--- src/sv/aot_mul.sv ---
// Shared 32 by 32 bit unsigned multiplier with a registered product.
`default_nettype none
module aot_mul (
  input  wire logic        clk_i,
  input  wire logic [31:0] a_i,
  input  wire logic [31:0] b_i,
  output logic      [63:0] prod_o
);
  logic [63:0] prod_q;

  always_ff @(posedge clk_i) begin
    prod_q <= {32'd0, a_i} * {32'd0, b_i};
  end

  assign prod_o = prod_q;
endmodule
`default_nettype wire

--- config.mk ---
export PLATFORM = sky130hd
export DESIGN_NAME = aot_mul
export DESIGN_NICKNAME = d
export VERILOG_FILES = /design/src/sv/aot_mul.sv
export SDC_FILE = /design/constraint.sdc
export NUM_CORES = 2
export LEC_CHECK = 0
export ABC_AREA = 1
export BUFFER_PORTS_ARGS = -buffer_cell sky130_fd_sc_hd__buf_4
export CAP_MARGIN = 20
export CELL_PAD_IN_SITES_DETAIL_PLACEMENT = 0
export CELL_PAD_IN_SITES_GLOBAL_PLACEMENT = 1
export CORE_MARGIN = 3
export CORE_UTILIZATION = 45
export CTS_CLUSTER_SIZE = 10
export DETAILED_ROUTE_END_ITERATION = 8
export PLACE_DENSITY_LB_ADDON = 0.1
export SYNTH_ARGS = -nofsm -noshare
export SYNTH_HDL_FRONTEND = slang
export SYNTH_SLANG_ARGS = --single-unit
--- constraint.sdc ---
create_clock -name clk_i -period 18.13 [get_ports clk_i]
set_input_delay 0.9065 -clock clk_i [delete_from_list [all_inputs] [get_ports clk_i]]
set_output_delay 0.9065 -clock clk_i [all_outputs]
set_load 0.01 [all_outputs]
* Word level (Yosys, flattened, before mapping)
Index checks and enable logic that the tools add are counted.
** Word-level totals
- Register bits :: 64
- Input port bits :: 65
- Output and inout port bits :: 64
- Word-level logic and storage cells :: 2
** Operators by class
- $mul :: 1
** Operators by type and width (number)
- multiplier 32 x 32 -> 64 bit :: 1

* Depth between registers and ports, before layout
- Depth in word-level cells :: 1
- Depth in mapped cells :: 30
- Depth with buffers taken out :: 29

* Worst setup path after synthesis
OpenSTA, ideal clock, no wires.
- Kind :: input -> register
- Start point :: input a_i[25]
- End point :: register prod_q[60] (netlist: prod_o[60])
- Library setup time :: 0.112 ns
- Arrival time :: 6.609 ns
- Required time :: 18.018 ns
- Setup slack :: 11.409 ns
- Stages on the path :: 26
- Path buffers :: 1
- Cells stage by stage :: clkbuf_1 -> nand2_1 -> fa_1 -> inv_1 -> fa_1 -> inv_1 -> fa_1 -> inv_1 -> fa_1 -> fa_1 -> fa_1 -> fa_1 -> inv_1 -> fa_1 -> inv_1 -> ha_1 -> nand2_1 -> nand2_1 -> a21oi_1 -> nand2_1 -> nand2_1 -> nand2_1 -> a21oi_1 -> nand2_1 -> nand2_1 -> nand2_1
** On the way
- Cells in the longest elaborated chain, start to end :: 1
** RTL lines
- start: declaration :: line 5 : input wire logic [31:0] a_i,
- multiplier 32 x 32 -> 64 bit :: line 12 : prod_q <= {32'd0, a_i} * {32'd0, b_i};
- end signal: assignment :: line 12
- end: declaration :: line 9 : logic [63:0] prod_q;
Every way passes these cells.

* Worst setup path in the final report
- Start point :: input b_i[8]
- End point :: register prod_q[32] (netlist: prod_o[32])
** On the way
- Cells in the longest elaborated chain, start to end :: 1
** RTL lines
- start: declaration :: line 6 : input wire logic [31:0] b_i,
- multiplier 32 x 32 -> 64 bit :: line 12
Every way passes these cells.

==> metrics.md <==
| Metric | Value |
|---|---|
| Outcome | complete, no violations |
| Resize count post-CTS | 0 |
| Yosys warning count | 0 |
| Relative slew slack | between 60% and 70% |
| Ranking of synthesized cells by area | fa_1 48%, inv_1 17%, nand2_1 16% |
| Final Core Density | between 40% and 50% |
| Clock buffer count from CTS | 9 |
| Fmax | 133.4 MHz |
| Tmin final | 7.497 ns |
| Required @ worst endpoint | ~18 ns |
| Max stage delay cell, worst path | fa_1 |
| Cell mode on critical path | fa_1 |
| Worst-Margin Slew | roughly 0.57 ns |
| Die W | a little under 300 um |
| DRT iter0 DRCs | ~1700 |
| Synth unique cells | 23 |
| Critical path, cell by cell | buf_4, nand2_1, inv_1, fa_1, fa_1, inv_1, fa_1, fa_1, fa_1, inv_1, fa_1, fa_1, fa_1, ha_1, nand2_1, nor2_1, inv_2, nor2_4, inv_2, o21bai_2, inv_1, nand2_1, xor2_1 |
| Initial core utilization | between 40% and 50% |
| Slowest cell delay on critical path | roughly 0.56 ns |
| Layout area overhead | 5.035% |
| Tcrit/Tclk final | 41.35% |
| Fillers | about 8400 |
| I/O pin total | 129 |
| #FFs+latches synth | between 60 and 70 |
| Sequential cell area fraction in the yosys report | under 10% |
| Clock sinks | 64 |
| Via density | 4.744 |
| Post-synth ARST share | 0% |
| Setup TNS | 0 ns |
| DR vias | 28680 |
| DP Cell Count | approximately 6000 |
| Number of post-CTS setup repair buffers | 0 |
| Worst Path Arrival | about 7.7 ns |
| GRT Residual Overflow | 0 |
| First-pass GRT wire length | around 180000 um |
| Endpoints failing setup | 0 |
| Pre-Repair DR Iteration Count | 7 |
| Die H | a little under 300 um |
| Most area-hungry cell type in the Yosys netlist | fa_1 |
| Clock tree buffer depth | 2 |
| Startpoint Class | input pin |
| Worst Hold Depth | 3 |
| Cell area after synthesis | between 30000 and 40000 um2 |
| Post-Syn Area per Cell | approximately 7.4 um2 |
| Final hold vios | 0 |
| Largest register FFs | 64 |
| CTS tree | built |
| Crit path kind | in2reg |
| Antenna-violating nets left | 0 |
| Syn nets | between 6000 and 7000 |
| Top_reg_cell synth | dfxtp_1 |
| Share of cells above drive strength 1 | under 10% |
| WL final | between 100000 and 150000 um |
| H-Tree Depth | 3 |
| Largest net degree at the start of global routing | 33 |
| Antenna cells | 0 |
| Slew Limit Fails | 0 |
| Yosys top cell area share | about 48% |
| Die area | between 80000 and 90000 um2 |
| RSZ-0062 raised after global routing | no |
| Vias in the first global route | 30260 |
| Drt drc | 0 |
| Row count | 105 |
| Worst setup EP type | flip-flop |
| Input/output buffers | 128 |
| Post-synth EDFFs | 0 |
| Global Route Usage Sum | a little over a quarter |
| Worst Hold Class | in2reg |
| Routed WL per cell | roughly 18 um |
| Crit Path Max Fanout | 32 |
| Core ar. | between 80000 and 90000 um2 |
| Mapped Cells | roughly 5000 |
| Max-Cap Viols | 0 |
| CTS root buf | clkbuf_16 |
| Post-route insts no fill | slightly above 6000 |
| DP HPWL | approximately 90000 um |
| CTS Hold Bufs | 0 |
| Antenna violations before repair | 0 |
| Final Wtd Congestion | between 0.9 and 1 |
| Clock Pin Slew Worst Setup and Hold Paths | around 0.06 ns |
| Final #Nets | 6194 |
[metrics by stage]
step	instance area, um2	setup WS (ns)	hold WS (ns)
2_1_floorplan	37400	11.41	1.004
6_report	39280	10.63	0.9996
3_3_place_gp	38980	10.23	1.298
4_1_cts	39280	10.62	1.011
3_5_place_dp	38980	10.30	1.298
5_1_grt	39280	10.43	1.026
[layout by cell type (no fill, tap or decap), drive strengths merged]
| cell type | netlist | layout |
|---|---|---|
| a21oi | 43 | 43 |
| buf | 0 | 128 |
| bufinv | 0 | 1 |
| clkbuf | 192 | 9 |
| clkinv | 0 | 1 |
| clkinvlp | 0 | 3 |
| dfxtp | 64 | 64 |
| fa | 896 | 896 |
| ha | 263 | 263 |
| inv | 1735 | 1737 |
| nand2 | 1581 | 1581 |
| nand3 | 65 | 65 |
| nand4 | 16 | 16 |
| nor2 | 101 | 101 |
| nor3 | 18 | 18 |
| o21ai | 2 | 2 |
| o21bai | 12 | 12 |
| xnor2 | 2 | 2 |
| xor2 | 33 | 33 |
[kinds of logic (layout without fill, tap and decap cells)]
family                   after synthesis  after routing  share of synthesized area (%)
adder cells (fa/ha/maj)             1159           1159                          56.76
AND/OR/NAND/NOR                     1781           1781                          18.80
buffers and inverters               1927           1879                          19.34
AO/OA/AOI/OAI                         57             57                         0.8531
XOR/XNOR                              35             35                         0.8196
flip-flops                            64             64                          3.426
[layout make-up]
type	count	area [um2]	share of cell area, %
Multi-Input combinational cell	3032	28890	73.53
Inverter	1735	6513	16.58
Tap cell	1070	1339	3.408
Sequential cell	64	1281	3.261
Timing Repair Buffer	128	960.9	2.446
Clock buffer	9	225.2	0.5733
Clock inverter	7	78.83	0.2007
[worst paths after layout]
check	end	slack (ns)	start
hold / removal	prod_o[0]	1.0	b_i[0]
setup / recovery	prod_o[32]	10.63	b_i[8]
[cell usage after synthesis (9+ instances only)]
master	count
a21oi_1	43
clkbuf_1	192
dfxtp_1	64
fa_1	896
ha_1	263
inv_1	1723
inv_2	12
nand2_1	1566
nand2_2	15
nand3_1	56
nand3_2	9
nand4_1	16
nor2_1	81
nor2_2	14
nor3_1	11
o21bai_1	11
xor2_1	33
[routing by layer]
layer | track usage (%) | routed length, um | part of all wire, % | vias to the layer above
li1 | - | - | - | 13500
met1 | 36.51 | 48520 | 45 | 14470
met2 | 46.72 | 54990 | 51 | 635
met3 | 1.658 | 4152 | 3.8 | 79
met4 | 2.885 | 1168 | 1.1 | 0
met5 | 0 | 0 | 0 | -
[worst max-delay path: cells and delay by family]
| kind | cells | cell delay, ns |
|---|---|---|
| AOI/OAI and AO/OA | 1 | 0.16 |
| adders and majority gates | 9 | 4.60 |
| xor gates and xnor gates | 1 | 0.39 |
| buffers and inverters | 7 | 0.84 |
| and+or+nand+nor | 5 | 0.72 |
Power is left out: the tool's default activity adds up to more than one toggle a clock period on the data nets, which glitch-free logic cannot reach.
