File: config.mk
export PLATFORM = sky130hd
export DESIGN_NAME = aot_div
export DESIGN_NICKNAME = d
export VERILOG_FILES = /design/src/sv/aot_div.sv
export SDC_FILE = /design/constraint.sdc
export NUM_CORES = 1
export LEC_CHECK = 0
export BUFFER_PORTS_ARGS = -buffer_cell sky130_fd_sc_hd__buf_2
export CAP_MARGIN = 20
export CELL_PAD_IN_SITES_DETAIL_PLACEMENT = 1
export CELL_PAD_IN_SITES_GLOBAL_PLACEMENT = 2
export CORE_UTILIZATION = 33
export CTS_BUF_LIST = sky130_fd_sc_hd__clkbuf_4 sky130_fd_sc_hd__clkbuf_8
export CTS_CLUSTER_SIZE = 25
export DETAILED_ROUTE_END_ITERATION = 6
export PLACE_DENSITY = 0.82
export REMOVE_ABC_BUFFERS = 1
export SLEW_MARGIN = 20
export SYNTH_ARGS = -nofsm -noshare
export SYNTH_HDL_FRONTEND = slang
export SYNTH_SLANG_ARGS = --single-unit
File: constraint.sdc
create_clock -name clk_i -period 3.1 [get_ports clk_i]
set_clock_uncertainty 0.1 [all_clocks]
set_input_delay 0.155 -clock clk_i [delete_from_list [all_inputs] [get_ports clk_i]]
set_output_delay 0.155 -clock clk_i [all_outputs]
set_load 0.1 [all_outputs]
File: src/sv/aot_div.sv
// Shared restoring divider that produces one quotient bit per cycle.
`default_nettype none
module aot_div (
  input  wire logic        clk_i,
  input  wire logic        rst_ni,
  input  wire logic        start_i,
  input  wire logic [63:0] num_i,
  input  wire logic [63:0] den_i,
  output logic             busy_o,
  output logic      [63:0] quot_o
);
  logic        busy_q;
  logic [5:0]  cnt_q;
  logic [63:0] rem_q;
  logic [63:0] qn_q;
  logic [63:0] den_q;
  logic [64:0] shifted;
  logic        fits;

  assign shifted = {rem_q, qn_q[63]};
  assign fits    = shifted >= {1'b0, den_q};

  always_ff @(posedge clk_i or negedge rst_ni) begin
    if (!rst_ni) begin
      busy_q <= 1'b0;
      cnt_q  <= 6'd0;
    end else if (start_i) begin
      busy_q <= 1'b1;
      cnt_q  <= 6'd0;
    end else if (busy_q) begin
      cnt_q <= cnt_q + 6'd1;
      if (cnt_q == 6'd63) begin
        busy_q <= 1'b0;
      end
    end
  end

  always_ff @(posedge clk_i) begin
    if (start_i) begin
      rem_q <= 64'd0;
      qn_q  <= num_i;
      den_q <= den_i;
    end else if (busy_q) begin
      rem_q <= fits ? 64'(shifted - {1'b0, den_q}) : shifted[63:0];
      qn_q  <= {qn_q[62:0], fits};
    end
  end

  assign busy_o = busy_q;
  assign quot_o = qn_q;
endmodule
`default_nettype wire

== Word-level counts from Yosys, hierarchy flattened ==
Cells that the tools add are included.

* Add/subtract/negate cells: 2
* Order comparisons: 1
* Equal/unequal tests: 1
* Reductions and logical operators: 1
* Muxes and demuxes: 8

{| class="wikitable"
|+ Operators with widths
! cell !! count
|-
| 64-bit 2-to-1 mux || 3
|-
| 65-bit by 64-bit greater-or-equal comparator with 1-bit output || 1
|-
| 64-bit subtractor || 1
|-
| 6-bit 2-to-1 mux || 2
|-
| 6-bit by 1-bit adder with 6-bit output (second input constant) || 1
|-
| 6-bit == test (second input constant) || 1
|-
| 1-bit 2-to-1 mux || 3
|-
| 2-bit nonzero test || 1
|}

* Input port bits: 131
* Bits in registers: 199
* Output and inout bits: 65

== Longest topological paths before layout ==
* Depth after elaboration: 4
* Mapped depth: 15
* Gate-level depth less buffers: 13

== Worst setup path after synthesis ==
Ideal clock, no wire load.

* Path kind: reg-to-reg
* From: register qn_q[63] (netlist: quot_o[63])
* To: register rem_q[46]
* Required time: 2.909 ns
* Arrival time: 3.423 ns
* Slack: -0.514 ns
* Clock period less this slack: 3.614 ns
* Cell stages (with the launch flop): 13
* Path buffers: 1
* Cell sequence: edfxtp_1 -> inv_1 -> ha_1 -> nor2b_1 -> o21ba_4 -> o21ai_2 -> o21ai_2 -> a21oi_1 -> o31a_1 -> o41a_1 -> buf_6 -> or3_1 -> a311oi_1

* Word-level cells in the longest chain between the ends: 2
* Elaborated cells between the ends (all ways): 3
* Those cells by class: add/sub: 1; order compare: 1; mux: 1

{| class="wikitable"
|+ RTL lines
! what !! RTL line !! text
|-
| from (decl) || 15 || <nowiki>logic [63:0] qn_q;</nowiki>
|-
| from (signal assigned) || 41 || <nowiki>qn_q <= num_i;</nowiki>
|-
| from (signal assigned) || 45 || <nowiki>qn_q <= {qn_q[62:0], fits};</nowiki>
|-
| 64-bit subtractor / 65-bit by 64-bit greater-or-equal comparator with 1-bit output (equally long branches) || 44, 21 ||
|-
| 64-bit 2-to-1 mux * || 44 || <nowiki>rem_q <= fits ? 64'(shifted - {1'b0, den_q}) : shifted[63:0];</nowiki>
|-
| to (signal assigned) || 44 ||
|-
| to (decl) || 14 || <nowiki>logic [63:0] rem_q;</nowiki>
|}

Every way passes the cells marked *; elsewhere a longest branch is shown, timed or not.
A chain may end at the register's enable or synchronous reset.

== Worst setup path after layout ==
* From: register den_q[20]
* To: register rem_q[45]

* Word-level cells in the longest chain between the ends: 2
* Elaborated cells between the ends (all ways): 3
* Those cells by class: add/sub: 1; order compare: 1; mux: 1

{| class="wikitable"
|+ RTL lines
! what !! RTL line !! text
|-
| from (decl) || 16 || <nowiki>logic [63:0] den_q;</nowiki>
|-
| from (signal assigned) || 42 || <nowiki>den_q <= den_i;</nowiki>
|-
| 64-bit subtractor / 65-bit by 64-bit greater-or-equal comparator with 1-bit output (equally long branches) || 44, 21 ||
|-
| 64-bit 2-to-1 mux * || 44 ||
|}

Marked as above.

==> run_results.csv <==
group,metric,value,unit
place,place_area,14950,um^2
timing,setup_viol_count_final,59,
outcome,status,"complete, but fails checks",
logic_synthesis,synthArstFlopShare,0.03518,
logic_synthesis,synth_top_area_share,0.3217,
timing,worst_pin_slew,0.7289,ns
floorplan,die_width,192.3,um
pwr,p_switching,0.006988,W
floorplan,dieArea,36970,um^2
floorplan,row_count,69,
drt,drt-pass1-iter-count,6,
global_routing,grt_usage,0.2353,
worst_setup_path,path_buf_inv,3,
timing,final.setup.worst_slack,-0.2138,ns
worst_setup_path,slowest_stage,"o41a_4",
logic_synthesis,yosysWarnings,0,
drt,ant_nets,0,
timing,maxSlewHeadroom,0.5141,
global_routing,grt_pass1_wl,67200,um
drt,viasPerCell,5.218,
pwr,p_leak,8.021,nW
floorplan,boundaryPins,196,
place,pre_cts_slack,-0.4234,ns
timing,fmax,301.8,MHz
drt,vias,11760,
floorplan,core,35570,um^2
logic_synthesis,avgSynthCellArea,9.598,um^2
global_routing,grt_max_degree,80,
cells_and_area,fillers,3999,
logic_synthesis,yosys_most_used_dff,"edfxtp_1",
place,dpl.hpwl,29580,um
pwr,p_clk_frac,0.120,
cells_and_area,drive_gt1_frac,0.4188,
pwr,comb_power_share,0.645,
worst_setup_path,crit_path_start_kind,"register",
drt,drc,0,
drt,wl_per_cell,20.07,um
logic_synthesis,syn_area,11950,um^2
cells_and_area,layout.nets,1975,
worst_setup_path,required,3.44,ns
logic_synthesis,synth_cell_types,74,
place,gp_congestion,0.8662,
clocking,numCtsBuffers,17,
floorplan,start_util,0.3359,
worst_setup_path,worst_ep_arrival_time,3.66,ns
timing,holdWs,0.1261,ns
logic_synthesis,yosysSeqAreaShare,0.4436,
pwr,ir_worst_vdd,0.0004800,V
drt,finalWirelength,45210,um
global_routing,antenna_found_initial,1,
timing,min_period_over_period,1.069,
timing,fin_crit,3.314,ns
clocking,worstSkewPairLatency,0.53,ns
worst_setup_path,crit_path_max_incr_delay,0.40,ns
global_routing,first_global_vias,12550,
pwr,power_frac_seq,0.235,
logic_synthesis,synth-seq-cells,199,
clocking,cts_tree,"yes",
logic_synthesis,synth_edf_count,128,
worst_setup_path,critical_path_class,"register to register",
clocking,clk_pin_slew,0.13,ns
place,io_buffers,195,
clocking,clockBufferDepth,2,
logic_synthesis,syn_inst,1245,
worst_setup_path,cp_top_family,"compound AO/OA/AOI/OAI gates",
drt,first_iter_violations,497,
pwr,p_per_area,876.1,nW/um^2
outcome,violations,"setup timing",
worst_setup_path,cp_cell_sequence,"inv_2 -> ha_4 -> nand4_1 -> nor3_4 -> nand2_2 -> nor3_2 -> a21oi_2 -> o31a_1 -> o41a_4 -> buf_12 -> buf_8 -> or3_1 -> a311oi_1",
timing,drv_slew,0,
clocking,htree_levels,4,
cells_and_area,final_cell_area,18320,um^2
job,drv_cap,0,
logic_synthesis,synth_top_area_cell,"edfxtp_1",
logic_synthesis,ys_top_cells_by_area,"edfxtp_1, dfxtp_1, ha_1",
timing,rsz0062_at_grt,"true",
worst_setup_path,crit_path_end_kind,"register",
global_routing,overflow,0,
pwr,switching_share,0.4354,
pwr,intPower,0.009063,W
worst_setup_path,cp_max_fo,5,
floorplan,fp.dieH,192.3,um
timing,finalHoldViolCount,0,
cells_and_area,syn_to_final_growth,53.33,%
clocking,cts_root_buf,"clkbuf_8",
worst_hold_path,hp-class,"input port to register",
clocking,clock_sinks,199,
==> worst paths after layout <==
check	from	to	slack (ns)	depth (start not counted)
min in group asynchronous	rst_ni	cnt_q[0]$_DFFE_PN0P_	0.54	3
hold reg to reg	rem_q[46]$_SDFFE_PP0P_	rem_q[46]$_SDFFE_PP0P_	0.43	2
hold / removal	start_i	den_q[59]$_DFFE_PP_	0.13	1
setup / recovery	den_q[20]$_DFFE_PP_	rem_q[45]$_SDFFE_PP0P_	-0.21	13
setup reg to reg	den_q[20]$_DFFE_PP_	rem_q[45]$_SDFFE_PP0P_	-0.21	13
max in group asynchronous	rst_ni	busy_o$_DFF_PN0_	2.08	3
==> synthesized netlist by cell type (7+ instances only) <==
| master | n |
|---|---|
| a31oi_1 | 11 |
| edfxtp_1 | 128 |
| dfrtp_1 | 7 |
| nand3_1 | 28 |
| o21bai_1 | 15 |
| o211ai_1 | 9 |
| nand2_1 | 125 |
| inv_1 | 89 |
| nor2_1 | 92 |
| mux2_2 | 64 |
| and3_1 | 16 |
| clkbuf_1 | 43 |
| a21o_1 | 30 |
| o21ai_0 | 43 |
| ha_1 | 65 |
| or3_1 | 11 |
| nor3_1 | 15 |
| a21oi_1 | 114 |
| nand4_1 | 25 |
| and2_1 | 8 |
| xnor2_1 | 28 |
| o21ai_1 | 9 |
| o21a_1 | 11 |
| buf_2 | 17 |
| xor2_1 | 24 |
| a211oi_1 | 33 |
| a311oi_1 | 26 |
| dfxtp_1 | 64 |
==> sequential cells by signal (all words and copies together), names as in the netlist <==
name    flops
den_q      64
quot_o     64
rem_q      64
cnt_q       6
busy_o      1
==> routing by layer <==
metal	GRT usage	vias to the layer above	wire length, um
met1	0.2789	5780	18840
met2	0.4217	300	23210
li1	-	5617	-
met4	0.07056	0	1032
met5	0	-	0
met3	0.05128	60	2125
==> power by group through the flow <==
stage / combinational, W / clock, W / sequential (W)
after floorplan: 0.00367 / 0 / 0.00436
after global placement: 0.00739 / 0 / 0.00370
after detailed placement: 0.00754 / 0 / 0.00372
after CTS: 0.00846 / 0.00199 / 0.00372
after global routing: 0.0110 / 0.00208 / 0.00382
final: 0.0104 / 0.00193 / 0.00377
==> per-stage QoR <==
stage,utilization,total power [W],std cells,TNS (ns)
final,0.5151,0.01605,2253,-4.935
after CTS,0.4894,0.01417,2227,-0.6997
after global placement,0.4203,0.01109,2053,-18.22
after global routing,0.5151,0.01693,2253,-14.27
after detailed placement,0.4203,0.01126,2053,-20.36
after floorplan,-,0.008033,1176,-272.34
==> what timing repair did <==
action                     CTS  global route
hold endpoints to repair   135             0
gates resized for setup    111           146
setup endpoints to repair   65            65
hold buffers               130             0
gates cloned                 1             8
setup buffers               12            21
pin swaps                   25            59
==> area by class of cell <==
type | count | area, um^2 | area share
clock inverters | 12 | 178.9 | 0.009766
flip-flops and latches | 199 | 5304 | 0.2895
well taps | 461 | 576.8 | 0.03148
repair buffers | 583 | 4566 | 0.2492
multi-input cells | 887 | 7087 | 0.3868
clock buffers | 20 | 269.0 | 0.01468
inverters | 90 | 337.8 | 0.01844
diodes | 1 | 2.502 | 0.0001366
==> cells in the final DEF (no fill, tap or decap), types with 12 or more instances in the layout <==
cell,synthesis,final
inv_2,0,15
a311oi_1,26,15
buf_4,4,221
a21o_1,30,30
inv_1,89,74
xnor2_1,28,28
dlygate4sd3_1,0,130
a211oi_1,33,18
nand3_1,28,22
a211oi_2,0,14
mux2_2,64,64
buf_2,17,194
ha_1,65,40
nand2_1,125,90
nand4_1,25,25
edfxtp_1,128,128
dfxtp_1,64,64
and3_1,16,12
nor2_1,92,86
o21bai_1,15,13
a21oi_2,0,20
a21oi_1,114,90
ha_4,0,25
o21ai_0,43,32
xor2_1,24,24
nand2_2,1,25
clkbuf_8,0,20
buf_6,1,16
==> cells by family (layout without fill, tap and decap cells) <==
| logic type | after synthesis | after routing | share of synthesized area |
|---|---|---|---|
| flops | 199 | 199 | 0.4436 |
| xor+xnor | 52 | 52 | 0.03812 |
| buf+inv | 159 | 705 | 0.05361 |
| fa+ha+maj | 66 | 66 | 0.06974 |
| compound gates | 351 | 351 | 0.1949 |
| mux | 68 | 68 | 0.06366 |
| other cells | 0 | 1 | 0 |
| simple gates | 350 | 350 | 0.1364 |
Power figures use the tool's default switching activity.
